<file path="config.mk">
export PLATFORM = sky130hd
export DESIGN_NAME = note_name_parser
export DESIGN_NICKNAME = d
export VERILOG_FILES = /design/src/sv/nnp_pkg.sv /design/src/sv/nnp_parse.sv /design/src/sv/nnp_evq.sv /design/src/sv/note_name_parser.sv
export SDC_FILE = /design/constraint.sdc
export NUM_CORES = 1
export LEC_CHECK = 0
export BUFFER_PORTS_ARGS = -buffer_cell sky130_fd_sc_hd__buf_2
export CAP_MARGIN = 20
export CORE_ASPECT_RATIO = 1.5
export CORE_MARGIN = 2
export CORE_UTILIZATION = 50
export CTS_CLUSTER_DIAMETER = 100
export DETAILED_ROUTE_END_ITERATION = 16
export PLACE_DENSITY = 0.67
export SETUP_SLACK_MARGIN = 0.1
export SYNTH_ARGS = -nofsm -noshare
export SYNTH_HDL_FRONTEND = slang
export SYNTH_SLANG_ARGS = --single-unit
</file>
<file path="constraint.sdc">
create_clock -name clk_i -period 5.3 [get_ports clk_i]
set_input_delay 1.59 -clock clk_i [delete_from_list [all_inputs] [get_ports clk_i]]
set_output_delay 1.59 -clock clk_i [all_outputs]
set_load 0.1 [all_outputs]
</file>
<file path="src/sv/nnp_pkg.sv">
`default_nettype none

package nnp_pkg;

  // Number of result slots in the output event queue.
  localparam int unsigned QueueDepth = 2;

  // Characters the parser recognizes.
  localparam logic [7:0] CHAR_NUL   = 8'h00;
  localparam logic [7:0] CHAR_SPACE = 8'h20;
  localparam logic [7:0] CHAR_REST  = 8'h2D;
  localparam logic [7:0] CHAR_SHARP = 8'h23;
  localparam logic [7:0] CHAR_FLAT  = 8'h62;
  localparam logic [7:0] CHAR_A     = 8'h41;
  localparam logic [7:0] CHAR_G     = 8'h47;
  localparam logic [7:0] CHAR_OCT_LO = 8'h35;
  localparam logic [7:0] CHAR_OCT_HI = 8'h37;

  // Pitch arithmetic constants.
  localparam logic [5:0] SEMIS_PER_OCTAVE = 6'd12;
  localparam logic [4:0] WHITES_PER_OCTAVE = 5'd7;
  localparam logic [5:0] PITCH_MAX = 6'd35;

  typedef enum logic [1:0] {
    KIND_NOTE  = 2'd0,
    KIND_REST  = 2'd1,
    KIND_END   = 2'd2,
    KIND_ERROR = 2'd3
  } event_kind_e;

  typedef enum logic [1:0] {
    PH_IDLE   = 2'd0,
    PH_OCTAVE = 2'd1,
    PH_ACCID  = 2'd2,
    PH_HALT   = 2'd3
  } phase_e;

  typedef struct packed {
    logic [7:0] character;
    logic       restart;
  } nnp_in_t;

  typedef struct packed {
    event_kind_e event_kind;
    logic [5:0]  pitch_index;
    logic [4:0]  white_index;
    logic [11:0] frequency_hz;
    logic        last;
  } nnp_out_t;

  // Events produced by one character, handed from the parser to the queue.
  typedef struct packed {
    logic [1:0] count;
    nnp_out_t   ev0;
    nnp_out_t   ev1;
  } nnp_step_t;

  // Semitone of a note letter above C, letters A through G.
  function automatic logic [3:0] letter_semitone(input logic [2:0] letter);
    logic [3:0] semi;
    unique case (letter)
      3'd0:    semi = 4'd9;
      3'd1:    semi = 4'd11;
      3'd2:    semi = 4'd0;
      3'd3:    semi = 4'd2;
      3'd4:    semi = 4'd4;
      3'd5:    semi = 4'd5;
      3'd6:    semi = 4'd7;
      default: semi = 4'd0;
    endcase
    return semi;
  endfunction

  // Equal-tempered tone frequency in Hz for semitone index 0 (C5) to 35 (B7).
  function automatic logic [11:0] tone_hz(input logic [5:0] pitch);
    logic [11:0] hz;
    unique case (pitch)
      6'd0:  hz = 12'd523;   6'd1:  hz = 12'd554;   6'd2:  hz = 12'd587;
      6'd3:  hz = 12'd622;   6'd4:  hz = 12'd659;   6'd5:  hz = 12'd698;
      6'd6:  hz = 12'd740;   6'd7:  hz = 12'd784;   6'd8:  hz = 12'd831;
      6'd9:  hz = 12'd880;   6'd10: hz = 12'd932;   6'd11: hz = 12'd988;
      6'd12: hz = 12'd1047;  6'd13: hz = 12'd1109;  6'd14: hz = 12'd1175;
      6'd15: hz = 12'd1245;  6'd16: hz = 12'd1319;  6'd17: hz = 12'd1397;
      6'd18: hz = 12'd1480;  6'd19: hz = 12'd1568;  6'd20: hz = 12'd1661;
      6'd21: hz = 12'd1760;  6'd22: hz = 12'd1865;  6'd23: hz = 12'd1976;
      6'd24: hz = 12'd2093;  6'd25: hz = 12'd2217;  6'd26: hz = 12'd2349;
      6'd27: hz = 12'd2489;  6'd28: hz = 12'd2637;  6'd29: hz = 12'd2794;
      6'd30: hz = 12'd2960;  6'd31: hz = 12'd3136;  6'd32: hz = 12'd3322;
      6'd33: hz = 12'd3520;  6'd34: hz = 12'd3729;  6'd35: hz = 12'd3951;
      default: hz = 12'd0;
    endcase
    return hz;
  endfunction

  // Builds one event. Only an in-range note keeps its indices and frequency.
  function automatic nnp_out_t make_event(input event_kind_e kind,
                                          input logic [5:0] pitch,
                                          input logic [4:0] white);
    nnp_out_t ev;
    ev.event_kind = kind;
    ev.last       = 1'b0;
    if (kind == KIND_NOTE && pitch <= PITCH_MAX) begin
      ev.pitch_index  = pitch;
      ev.white_index  = white;
      ev.frequency_hz = tone_hz(pitch);
    end else begin
      ev.pitch_index  = '0;
      ev.white_index  = '0;
      ev.frequency_hz = '0;
    end
    return ev;
  endfunction

endpackage

`default_nettype wire

</file>
<file path="src/sv/nnp_parse.sv">
`default_nettype none

module nnp_parse import nnp_pkg::*; (
  input  wire logic      clk_i,
  input  wire logic      rst_ni,
  input  wire logic      step_i,
  input  wire nnp_in_t   item_i,
  output nnp_step_t      result_o
);

  phase_e     phase_q, phase_d;
  logic [5:0] sem_q, sem_d;
  logic [4:0] white_q, white_d;

  phase_e     ph;
  logic [5:0] sem;
  logic [4:0] white;
  logic [7:0] c;

  // Token start decode, shared by the idle phase and the end of a note.
  logic       ts_emit;
  logic       ts_letter;
  logic       ts_halt;
  event_kind_e ts_kind;
  logic [5:0] ts_sem;
  logic [2:0] letter;

  // Octave arithmetic.
  logic [1:0] oct;
  logic [3:0] base_semi;
  logic [5:0] oct_sem;
  logic [4:0] oct_white;
  logic [6:0] sharp_p;

  logic [1:0] n;
  nnp_out_t   ev_a, ev_b;

  assign c = item_i.character;

  // Restart clears the parser before the character is looked at.
  always_comb begin
    if (item_i.restart) begin
      ph    = PH_IDLE;
      sem   = '0;
      white = '0;
    end else begin
      ph    = phase_q;
      sem   = sem_q;
      white = white_q;
    end
  end

  // Classify a character as the first of a token.
  always_comb begin
    letter    = 3'(c - CHAR_A);
    ts_sem    = {2'b00, letter_semitone(letter)};
    ts_emit   = 1'b0;
    ts_letter = 1'b0;
    ts_halt   = 1'b0;
    ts_kind   = KIND_ERROR;
    if (c == CHAR_SPACE) begin
      ts_emit = 1'b0;
    end else if (c == CHAR_REST) begin
      ts_emit = 1'b1;
      ts_kind = KIND_REST;
    end else if (c >= CHAR_A && c <= CHAR_G) begin
      ts_letter = 1'b1;
    end else begin
      ts_emit = 1'b1;
      ts_halt = 1'b1;
      ts_kind = (c == CHAR_NUL) ? KIND_END : KIND_ERROR;
    end
  end

  // Semitone and white-key index once the octave digit is known.
  always_comb begin
    oct       = 2'(c - CHAR_OCT_LO);
    base_semi = sem[3:0];
    oct_white = 5'(WHITES_PER_OCTAVE * {3'b000, oct})
              + 5'((5'({1'b0, base_semi}) + 5'd1) >> 1);
    oct_sem   = 6'({2'b00, base_semi}) + 6'(SEMIS_PER_OCTAVE * {4'b0000, oct});
    sharp_p   = {1'b0, sem} + 7'd1;
  end

  // Next state and the events this character causes.
  always_comb begin
    phase_d = ph;
    sem_d   = sem;
    white_d = white;
    n       = 2'd0;
    ev_a    = make_event(KIND_ERROR, '0, '0);
    ev_b    = make_event(KIND_ERROR, '0, '0);
    unique case (ph)
      PH_IDLE: begin
        if (ts_letter) begin
          sem_d   = ts_sem;
          white_d = '0;
          phase_d = PH_OCTAVE;
        end
        if (ts_halt) begin
          phase_d = PH_HALT;
        end
        if (ts_emit) begin
          n    = 2'd1;
          ev_a = make_event(ts_kind, '0, '0);
        end
      end
      PH_OCTAVE: begin
        if (c >= CHAR_OCT_LO && c <= CHAR_OCT_HI) begin
          white_d = oct_white;
          sem_d   = oct_sem;
          phase_d = PH_ACCID;
        end else begin
          phase_d = PH_HALT;
          n       = 2'd1;
          ev_a    = make_event(KIND_ERROR, '0, '0);
        end
      end
      PH_ACCID: begin
        phase_d = PH_IDLE;
        n       = 2'd1;
        if (c == CHAR_SHARP) begin
          if (sharp_p > 7'(PITCH_MAX)) begin
            phase_d = PH_HALT;
            ev_a    = make_event(KIND_ERROR, '0, '0);
          end else begin
            ev_a = make_event(KIND_NOTE, sharp_p[5:0], white);
          end
        end else if (c == CHAR_FLAT) begin
          if (sem == '0) begin
            ev_a = make_event(KIND_REST, '0, '0);
          end else begin
            ev_a = make_event(KIND_NOTE, sem - 6'd1, white);
          end
        end else begin
          // The pending note ends here and the character starts a new token.
          ev_a = make_event(KIND_NOTE, sem, white);
          if (ts_letter) begin
            sem_d   = ts_sem;
            white_d = '0;
            phase_d = PH_OCTAVE;
          end
          if (ts_halt) begin
            phase_d = PH_HALT;
          end
          if (ts_emit) begin
            n    = 2'd2;
            ev_b = make_event(ts_kind, '0, '0);
          end
        end
      end
      PH_HALT: begin
        phase_d = PH_HALT;
      end
      default: begin
        phase_d = PH_HALT;
      end
    endcase
  end

  // Mark the final event of this character.
  always_comb begin
    result_o.count    = n;
    result_o.ev0      = ev_a;
    result_o.ev0.last = (n == 2'd1);
    result_o.ev1      = ev_b;
    result_o.ev1.last = 1'b1;
  end

  // Parser state advances once per consumed character.
  always_ff @(posedge clk_i or negedge rst_ni) begin
    if (!rst_ni) begin
      phase_q <= PH_IDLE;
      sem_q   <= '0;
      white_q <= '0;
    end else if (step_i) begin
      phase_q <= phase_d;
      sem_q   <= sem_d;
      white_q <= white_d;
    end
  end

endmodule

`default_nettype wire

</file>
<file path="src/sv/nnp_evq.sv">
`default_nettype none

module nnp_evq import nnp_pkg::*; (
  input  wire logic       clk_i,
  input  wire logic       rst_ni,
  input  wire logic       push_i,
  input  wire nnp_step_t  step_i,
  output logic [1:0]      free_o,
  output logic            out_valid_o,
  input  wire logic       out_stall_i,
  output nnp_out_t        out_item_o
);

  logic [1:0] cnt_q, cnt_d;
  nnp_out_t   slot_q [QueueDepth];
  nnp_out_t   slot_d [QueueDepth];
  logic       pop;
  logic [1:0] mid_cnt;

  assign out_valid_o = (cnt_q != 2'd0);
  assign out_item_o  = slot_q[0];
  assign pop         = out_valid_o && !out_stall_i;
  assign mid_cnt     = cnt_q - {1'b0, pop};
  // Slots free this cycle, counting the one a completed transaction empties.
  assign free_o      = 2'(QueueDepth) - mid_cnt;

  // Shift out the delivered event, then append the new ones behind it.
  always_comb begin
    slot_d[0] = pop ? slot_q[1] : slot_q[0];
    slot_d[1] = slot_q[1];
    cnt_d     = mid_cnt;
    if (push_i && step_i.count != 2'd0) begin
      if (mid_cnt == 2'd0) begin
        slot_d[0] = step_i.ev0;
        slot_d[1] = step_i.ev1;
      end else begin
        slot_d[1] = step_i.ev0;
      end
      cnt_d = mid_cnt + step_i.count;
    end
  end

  always_ff @(posedge clk_i or negedge rst_ni) begin
    if (!rst_ni) begin
      cnt_q <= '0;
    end else begin
      cnt_q <= cnt_d;
    end
  end

  always_ff @(posedge clk_i) begin
    slot_q[0] <= slot_d[0];
    slot_q[1] <= slot_d[1];
  end

endmodule

`default_nettype wire

</file>
<file path="src/sv/note_name_parser.sv">
// Note name parser: turns a tune's pitch string, one ASCII byte per input
// transaction, into note, rest, end and error events.
// Input channel: in_valid_i / in_stall_o with in_item_i carrying the
// character and a restart flag that clears the parser before that byte.
// Output channel: out_valid_o / out_stall_i with out_item_o carrying one
// event; last marks the final event caused by a character.
// Each byte is held in an input register, parsed there by short logic and
// its events written into a two-slot output queue. An event reaches the output
// port once its byte has left the input register and been written into the
// queue. One byte is taken per cycle while each byte yields at most one event
// and the output is not stalled; a byte that ends a note and starts a rest,
// end or error yields two events, which leave through the queue's single read
// port one after the other.
// Bytes that yield no event (spaces, letters, octave digits, bytes after an
// end or error) pass at one per cycle.
// Reset empties the input register and the queue and returns the parser to
// idle. A stall on the output holds the head event; once the queue cannot
// take the next byte's events, in_stall_o rises and the byte waits.
`default_nettype none

module note_name_parser import nnp_pkg::*; (
  input  wire logic     clk_i,
  input  wire logic     rst_ni,
  input  wire logic     in_valid_i,
  output logic          in_stall_o,
  input  wire nnp_in_t  in_item_i,
  output logic          out_valid_o,
  input  wire logic     out_stall_i,
  output nnp_out_t      out_item_o
);

  logic      in_valid_q;
  nnp_in_t   in_q;
  logic      in_accept;
  logic      advance;
  logic [1:0] free;
  nnp_step_t step;

  // The held byte moves on when the queue has room for all its events.
  assign advance    = in_valid_q && (step.count <= free);
  assign in_stall_o = in_valid_q && !advance;
  assign in_accept  = in_valid_i && !in_stall_o;

  always_ff @(posedge clk_i or negedge rst_ni) begin
    if (!rst_ni) begin
      in_valid_q <= 1'b0;
    end else begin
      in_valid_q <= in_accept || (in_valid_q && !advance);
    end
  end

  always_ff @(posedge clk_i) begin
    if (in_accept) begin
      in_q <= in_item_i;
    end
  end

  nnp_parse u_parse (
    .clk_i    (clk_i),
    .rst_ni   (rst_ni),
    .step_i   (advance),
    .item_i   (in_q),
    .result_o (step)
  );

  nnp_evq u_evq (
    .clk_i       (clk_i),
    .rst_ni      (rst_ni),
    .push_i      (advance),
    .step_i      (step),
    .free_o      (free),
    .out_valid_o (out_valid_o),
    .out_stall_i (out_stall_i),
    .out_item_o  (out_item_o)
  );

endmodule

`default_nettype wire

</file>
# Word-level counts from Yosys, hierarchy flattened
# Memory sizes are Yosys's and may differ from the RTL's.
# Index checks and enable logic that the tools add are counted.
# word_totals
reg_bits,25
latch_bits,0
ram_bits,52
mem_bits_ro,2304
inputBits,13
out_inout_bits,28
wordCells,123
mem_count,4
# memory_table
memory,depth,width,read_ports,rd_clocked_by_memory_dff,wr,line_no,text
(name not given),64,12,1,0,0,nnp_pkg.sv:77,unique case (pitch)
(name not given),64,12,1,0,0,nnp_pkg.sv:77,
(name not given),64,12,1,0,0,nnp_pkg.sv:77,
u_evq.slot_q,2,26,2,0,2,nnp_evq.sv:15,nnp_out_t slot_q [QueueDepth];
# op_classes
n_addsub,10
n_mul,2
n_div,0
order_cmp,9
n_eq_ne,13
shift,0
n_mux,59
n_bitwise,0
n_reduce_logical,19
# op_table
operator,count
26-bit two-way mux,9
23-bit two-way mux,3
52-bit two-way mux,1
26-bit case mux with 2 select lines,1
25-bit two-way mux,2
6-bit two-way mux,5
2-bit two-way mux,14
5-bit two-way mux,5
8-bit by 6-bit equality test with 1-bit output (second input constant),3
4-bit case mux with 6 select lines,1
6-bit less-or-equal comparator (second input constant),3
6-bit case mux with 3 select lines,1
5-bit case mux with 3 select lines,1
1-bit two-way mux,13
10-bit two-way mux,1
3-bit equality test (second input constant),3
8-bit by 7-bit equality test with 1-bit output (second input constant),1
8-bit by 6-bit greater-or-equal comparator with 1-bit output (second input constant),1
8-bit by 7-bit greater-or-equal comparator with 1-bit output (second input constant),1
8-bit by 6-bit less-or-equal comparator with 1-bit output (second input constant),1
8-bit by 7-bit less-or-equal comparator with 1-bit output (second input constant),1
8-bit logical NOT,1
2-bit case mux with 4 select lines,1
6-bit by 1-bit adder with 7-bit output (second input constant),1
other kinds (25),38

# Longest topological paths before layout
# depth
word_depth,16
ltp_mapped,18
depth_no_buf,16

# By module
# Synthesis repeated with hierarchy kept, for this count alone.
# hier_totals
hier_cells,907
hier_area_um2,7159.4
# by_module_without_submodules
module,n_inst,cells_per_inst,area_each_um2,seq_area_each_um2
nnp_parse,1,644,4251.6,325.3
nnp_evq,1,241,2522.4,1351.3
note_name_parser,1,22,385.4,295.3

# Least setup slack after synthesis
# OpenSTA, ideal clock, no wires.
# synth_timing
path_type,input port to output port
start,input port out_stall_i
end,output port in_stall_o
t_arrival_ps,3893
t_required_ps,3710
path_slack_ps,-183
stages,12
n_path_buf,1
cell_sequence,nand2b_1 clkbuf_1 inv_1 ha_1 xnor2_1 ha_1 ha_1 nor2b_1 o21ai_0 inv_1 nand2_1 inv_1
# synth_between
elab_chain_cells,8
# synth_rtl
element,line_no,text
"start, declared",note_name_parser.sv:28,"input wire logic out_stall_i,"
1-bit logical NOT,nnp_evq.sv:22,assign pop = out_valid_o && !out_stall_i;
1-bit logical AND,nnp_evq.sv:22,
2-bit by 1-bit subtractor with 2-bit output,nnp_evq.sv:23,"assign mid_cnt = cnt_q - {1'b0, pop};"
2-bit subtractor,nnp_evq.sv:25,assign free_o = 2'(QueueDepth) - mid_cnt;
2-bit less-or-equal comparator,note_name_parser.sv:40,assign advance = in_valid_q && (step.count <= free);
1-bit logical AND,note_name_parser.sv:40,
1-bit logical NOT,note_name_parser.sv:41,assign in_stall_o = in_valid_q && !advance;
1-bit logical AND,note_name_parser.sv:41,
"end, declared",note_name_parser.sv:25,"output logic in_stall_o,"
# No other way between the ends.

# Worst setup path after layout
# Ends and elaborated chain as after synthesis.

==> reports/results.md <==
| Parameter | Reported |
|---|---|
| Most instantiated library cell after synthesis | sky130_fd_sc_hd__nand2_1 |
| Kind of start point of the critical path | primary input |
| Dominant delay contributor by cell family on the critical path | adder cells |
| Slowest CP cell | sky130_fd_sc_hd__ha_4 |
| Die Outline Area | 0.0152 mm^2 |
| Effective utilization at floorplan | 50.9% |
| Total power after layout | 5.34 mW |
| Routed wirelength normalized by instance count | 22.1 um |
| Type of the tightest min-delay check | register to register |
| Hold buffers post-CTS | 0 |
| Nets | 914 |
| Status | completed |
| HPWL after DPL | 16600 um |
| Final Hold Vio Count | 0 |
| Worst Setup End Kind | output port |
| Post-Route WL | 23300 um |
| Top cell types by occurrence after synthesis | sky130_fd_sc_hd__nand2_1 (74), sky130_fd_sc_hd__o21ai_0 (65), sky130_fd_sc_hd__nor2_1 (51) |
| Post-Syn Instances | 870 |
| Final Instance Count excl. Fillers | 1054 |
| Highest cell delay on the worst timing path | 0.23 ns |
| Crit path top cell by count | sky130_fd_sc_hd__ha_4 |
| Number of synthesized register bits | 77 |
| RSZ-0062 raised after global routing | no |
| Net count of the mapped netlist | 927 |
| Proportion of synthesized chip area in sequential cells | 27.7% |
| Async set or reset register ratio after synthesis | 20.8% |
| Cell type with the largest total area after synthesis | sky130_fd_sc_hd__edfxtp_1 |
| Io pins | 41 |
| Max-capacitance violation count | 0 |
| Part of the power in combinational logic | 65.2% |
| Worst-path fanout max | 3 |
| Initial antenna violation count | 0 |
| Sequential share of power | 21.4% |
| Distinct cells, synth | 87 |
| Detailed-route DRC error count | 0 |
| First-pass GRT wire length | 35900 um |
| Prevailing post-synth register cell | sky130_fd_sc_hd__edfxtp_1 |
| Floorplan core area | 0.0140 mm^2 |
| Post-CTS clock slew at the launch and capture registers of the worst setup and hold paths | 0.06 ns |
| CTS tree | built |
| Per-cell via count in the routed design | 6.71 |
| Fill cell total of the finished layout | 1269 |
| Highest clock rate | 0.196 GHz |
| Net switching fraction of the power | 54.1% |
| Portion of total power attributed to the clock network | 13.4% |
| Pin count of the biggest net entering global routing | 49 |
| Maximum number of buffers from clock root to sink | 2 |
| Row cnt | 53 |
| Final clock skew | 0.0138 ns |
| Via count of the first global-routing pass | 6688 |
| Number of nets with antenna violations after routing | 0 |
| Area growth from synthesis to layout | 8.73% |
| Number of placed cells counting well taps | 1037 |
| Total net switching power | 2.89 mW |
| Sink Count | 77 |
| Total clock buffers created by CTS | 9 |
| Total number of vias | 7073 |
| Measured slew at the worst slew-check pin | 1.08 ns |
| Type of the worst setup path | primary input to output port |
| Height of the die | 150 um |
| # setup viols final | 0 |
| Post-CTS setup buffer count | 0 |
| Internal cell power | 2.45 mW |
| Share of the synthesized area in the top cell type | 14.8% |
| Final worst path period share | 96.3% |
| Critical path buffer and inverter count | 5 |
| Number of flops mapped to enable cells by yosys | 35 |
| CP Cell Sequence | buf_2 > nand2b_2 > inv_6 > ha_2 > xnor2_4 > ha_4 > ha_4 > nor2b_1 > o21ai_2 > inv_1 > nand2_2 > clkinvlp_4 > buf_12 |
| Sum of negative setup slack | 0 ns |
| Post-synth design cell area | 0.00712 mm^2 |
| Width of the chip | 101 um |
| Leakage power of the design | 3.05 nW |
| Count of input and output buffers | 40 |
| Data arrival time of the worst path | 3.51 ns |
| Relative slew slack | 27.3% |
| N_diodes | 0 |
| Final weighted congestion of routability-driven global placement | 1.06 |
| Worst slack after detailed placement | 0.0853 ns |
| Cell at the root of the clock tree | sky130_fd_sc_hd__clkbuf_16 |
| Synth area leaders | sky130_fd_sc_hd__edfxtp_1 (15%), sky130_fd_sc_hd__ha_1 (7.4%), sky130_fd_sc_hd__dfxtp_1 (7.3%) |
| Worst supply voltage drop on vdd | 0.384 mV |
| Warnings from Yosys | 0 |
| Number of detailed-routing iterations run before antenna repair | 6 |
| Power density over the cells | 689 mW/mm^2 |
| Overflow left after global routing | 0 |
| Clock insertion delay at the later pin of the skew report | 0.34 ns |
| Number of DRC violations after detailed-routing iteration 0 | 796 |
| Required time of the critical path | 3.71 ns |
| Post-route setup slack | 0.198 ns |
| Post-layout minimum cycle time | 5.10 ns |
| Number of max-slew violations in the final report | 0 |
| H-Tree Depth | 3 |
| Avg Cell Area, Syn | 8.19 um^2 |
| GRT Total Usage | 30.5% |
| Fraction of layout instances using a drive strength above 1 | 14.7% |
==> layer usage <==
| layer | GRT usage, % | up-vias | wire (um) |
|---|---|---|---|
| met3 | 4.74 | 134 | 1790 |
| li1 | - | 3220 | - |
| met2 | 50.0 | 436 | 11000 |
| met4 | 19.7 | 0 | 1570 |
| met5 | 0 | - | 0 |
| met1 | 36.6 | 3283 | 8940 |
==> worst reg2reg max path: stages, from the launching register on <==
cell and delay, ns:
sky130_fd_sc_hd__edfxtp_1 0.50, sky130_fd_sc_hd__inv_1 0.15, sky130_fd_sc_hd__ha_1 0.27, sky130_fd_sc_hd__nand2b_1 0.14, sky130_fd_sc_hd__o211ai_1 0.11, sky130_fd_sc_hd__a211o_1 0.41, sky130_fd_sc_hd__a31oi_1 0.19, sky130_fd_sc_hd__o22ai_1 0.10
sky130_fd_sc_hd__and2_1 0.21, sky130_fd_sc_hd__ha_1 0.30, sky130_fd_sc_hd__nand2_1 0.06, sky130_fd_sc_hd__o21ai_2 0.08, sky130_fd_sc_hd__nand2_1 0.14, sky130_fd_sc_hd__a21oi_1 0.14, sky130_fd_sc_hd__buf_4 0.18, sky130_fd_sc_hd__and3_1 0.50
sky130_fd_sc_hd__nand2_1 0.33, sky130_fd_sc_hd__o32ai_1 0.35
==> sequential cells by signal, indices dropped and copies added, names as in the netlist <==
name / flops
in_q: 9
u_parse.sem_q: 6
u_parse.phase_q: 2
u_evq.cnt_q: 2
in_valid_q: 1
u_parse.white_q: 5
u_evq.slot_q: 52
==> placed cells by master (no fill, tap or decap), types with 11 or more instances in the layout <==
cell type,instances
sky130_fd_sc_hd__nand2_1,73
sky130_fd_sc_hd__o22ai_1,20
sky130_fd_sc_hd__dfxtp_1,26
sky130_fd_sc_hd__buf_2,39
sky130_fd_sc_hd__nand4_1,14
sky130_fd_sc_hd__and2_1,19
sky130_fd_sc_hd__nand2b_1,11
sky130_fd_sc_hd__nor2_1,51
sky130_fd_sc_hd__o21ai_0,64
sky130_fd_sc_hd__ha_1,39
sky130_fd_sc_hd__a21oi_1,45
sky130_fd_sc_hd__edfxtp_1,35
sky130_fd_sc_hd__mux2i_1,34
sky130_fd_sc_hd__a31oi_1,19
sky130_fd_sc_hd__nor3_1,22
sky130_fd_sc_hd__o211ai_1,12
sky130_fd_sc_hd__dfrtp_1,16
sky130_fd_sc_hd__a211oi_1,14
sky130_fd_sc_hd__buf_4,32
sky130_fd_sc_hd__inv_1,27
sky130_fd_sc_hd__nand3_1,27
sky130_fd_sc_hd__nor2b_1,14
==> stage by stage <==
step / hold WS, ns / util, % / area [um^2]
6_report: 0.511 / 55.4 / 7750
5_1_grt: 0.533 / 55.4 / 7750
4_1_cts: 0.506 / 55.3 / 7730
3_5_place_dp: 0.492 / 52.7 / 7380
3_3_place_gp: 0.482 / 52.7 / 7380
2_1_floorplan: 0.462 / - / 7180
==> power by group through the flow <==
stage	combinational (mW)	clock [mW]	sequential, mW
after floorplan	2.82	0	1.09
after global placement	3.35	0	1.13
after detailed placement	3.40	0	1.14
after CTS	3.44	0.719	1.14
after global routing	3.71	0.742	1.17
final	3.48	0.716	1.14
==> final timing paths <==
kind	cells after the start	end	slack, ns	from
hold / removal	1	u_evq.slot_q[0][17]$_DFF_P_	0.51	u_parse.white_q[4]$_DFFE_PN0P_
setup reg to reg	17	u_evq.slot_q[0][8]$_DFF_P_	1.01	in_q[2]$_DFFE_PP_
hold reg to reg	1	u_evq.slot_q[0][17]$_DFF_P_	0.51	u_parse.white_q[4]$_DFFE_PN0P_
max in group asynchronous	1	u_evq.cnt_q[1]$_DFF_PN0_	3.86	rst_ni
min in group asynchronous	1	u_evq.cnt_q[0]$_DFF_PN0_	1.16	rst_ni
setup / recovery	13	in_stall_o	0.20	out_stall_i
==> final cells by class <==
cell class                      instances  area (um^2)  area share [%]
Clock inverter                          6          113            1.45
Clock buffer                           10          229            2.96
Multi-Input combinational cell        660         4570            59.0
Tap cell                              192          240            3.10
Timing Repair Buffer                   74          480            6.20
Inverter                               35          140            1.81
Sequential cell                        77         1970            25.5
==> what timing repair did <==
item / in CTS / in global routing
pin swaps: 0 / 1
resized for setup: 2 / 3
setup endpoints to repair: 1 / 1
==> cells by family after synthesis <==
family	count (synthesis)	share of synthesized area [%]
fa+ha+maj	45	8.08
buf+inv	133	9.01
flops	77	27.7
xor+xnor	14	1.72
simple gates	286	21.2
compound gates	275	26.5
mux	40	5.88
(Power assumes the default switching activity.)
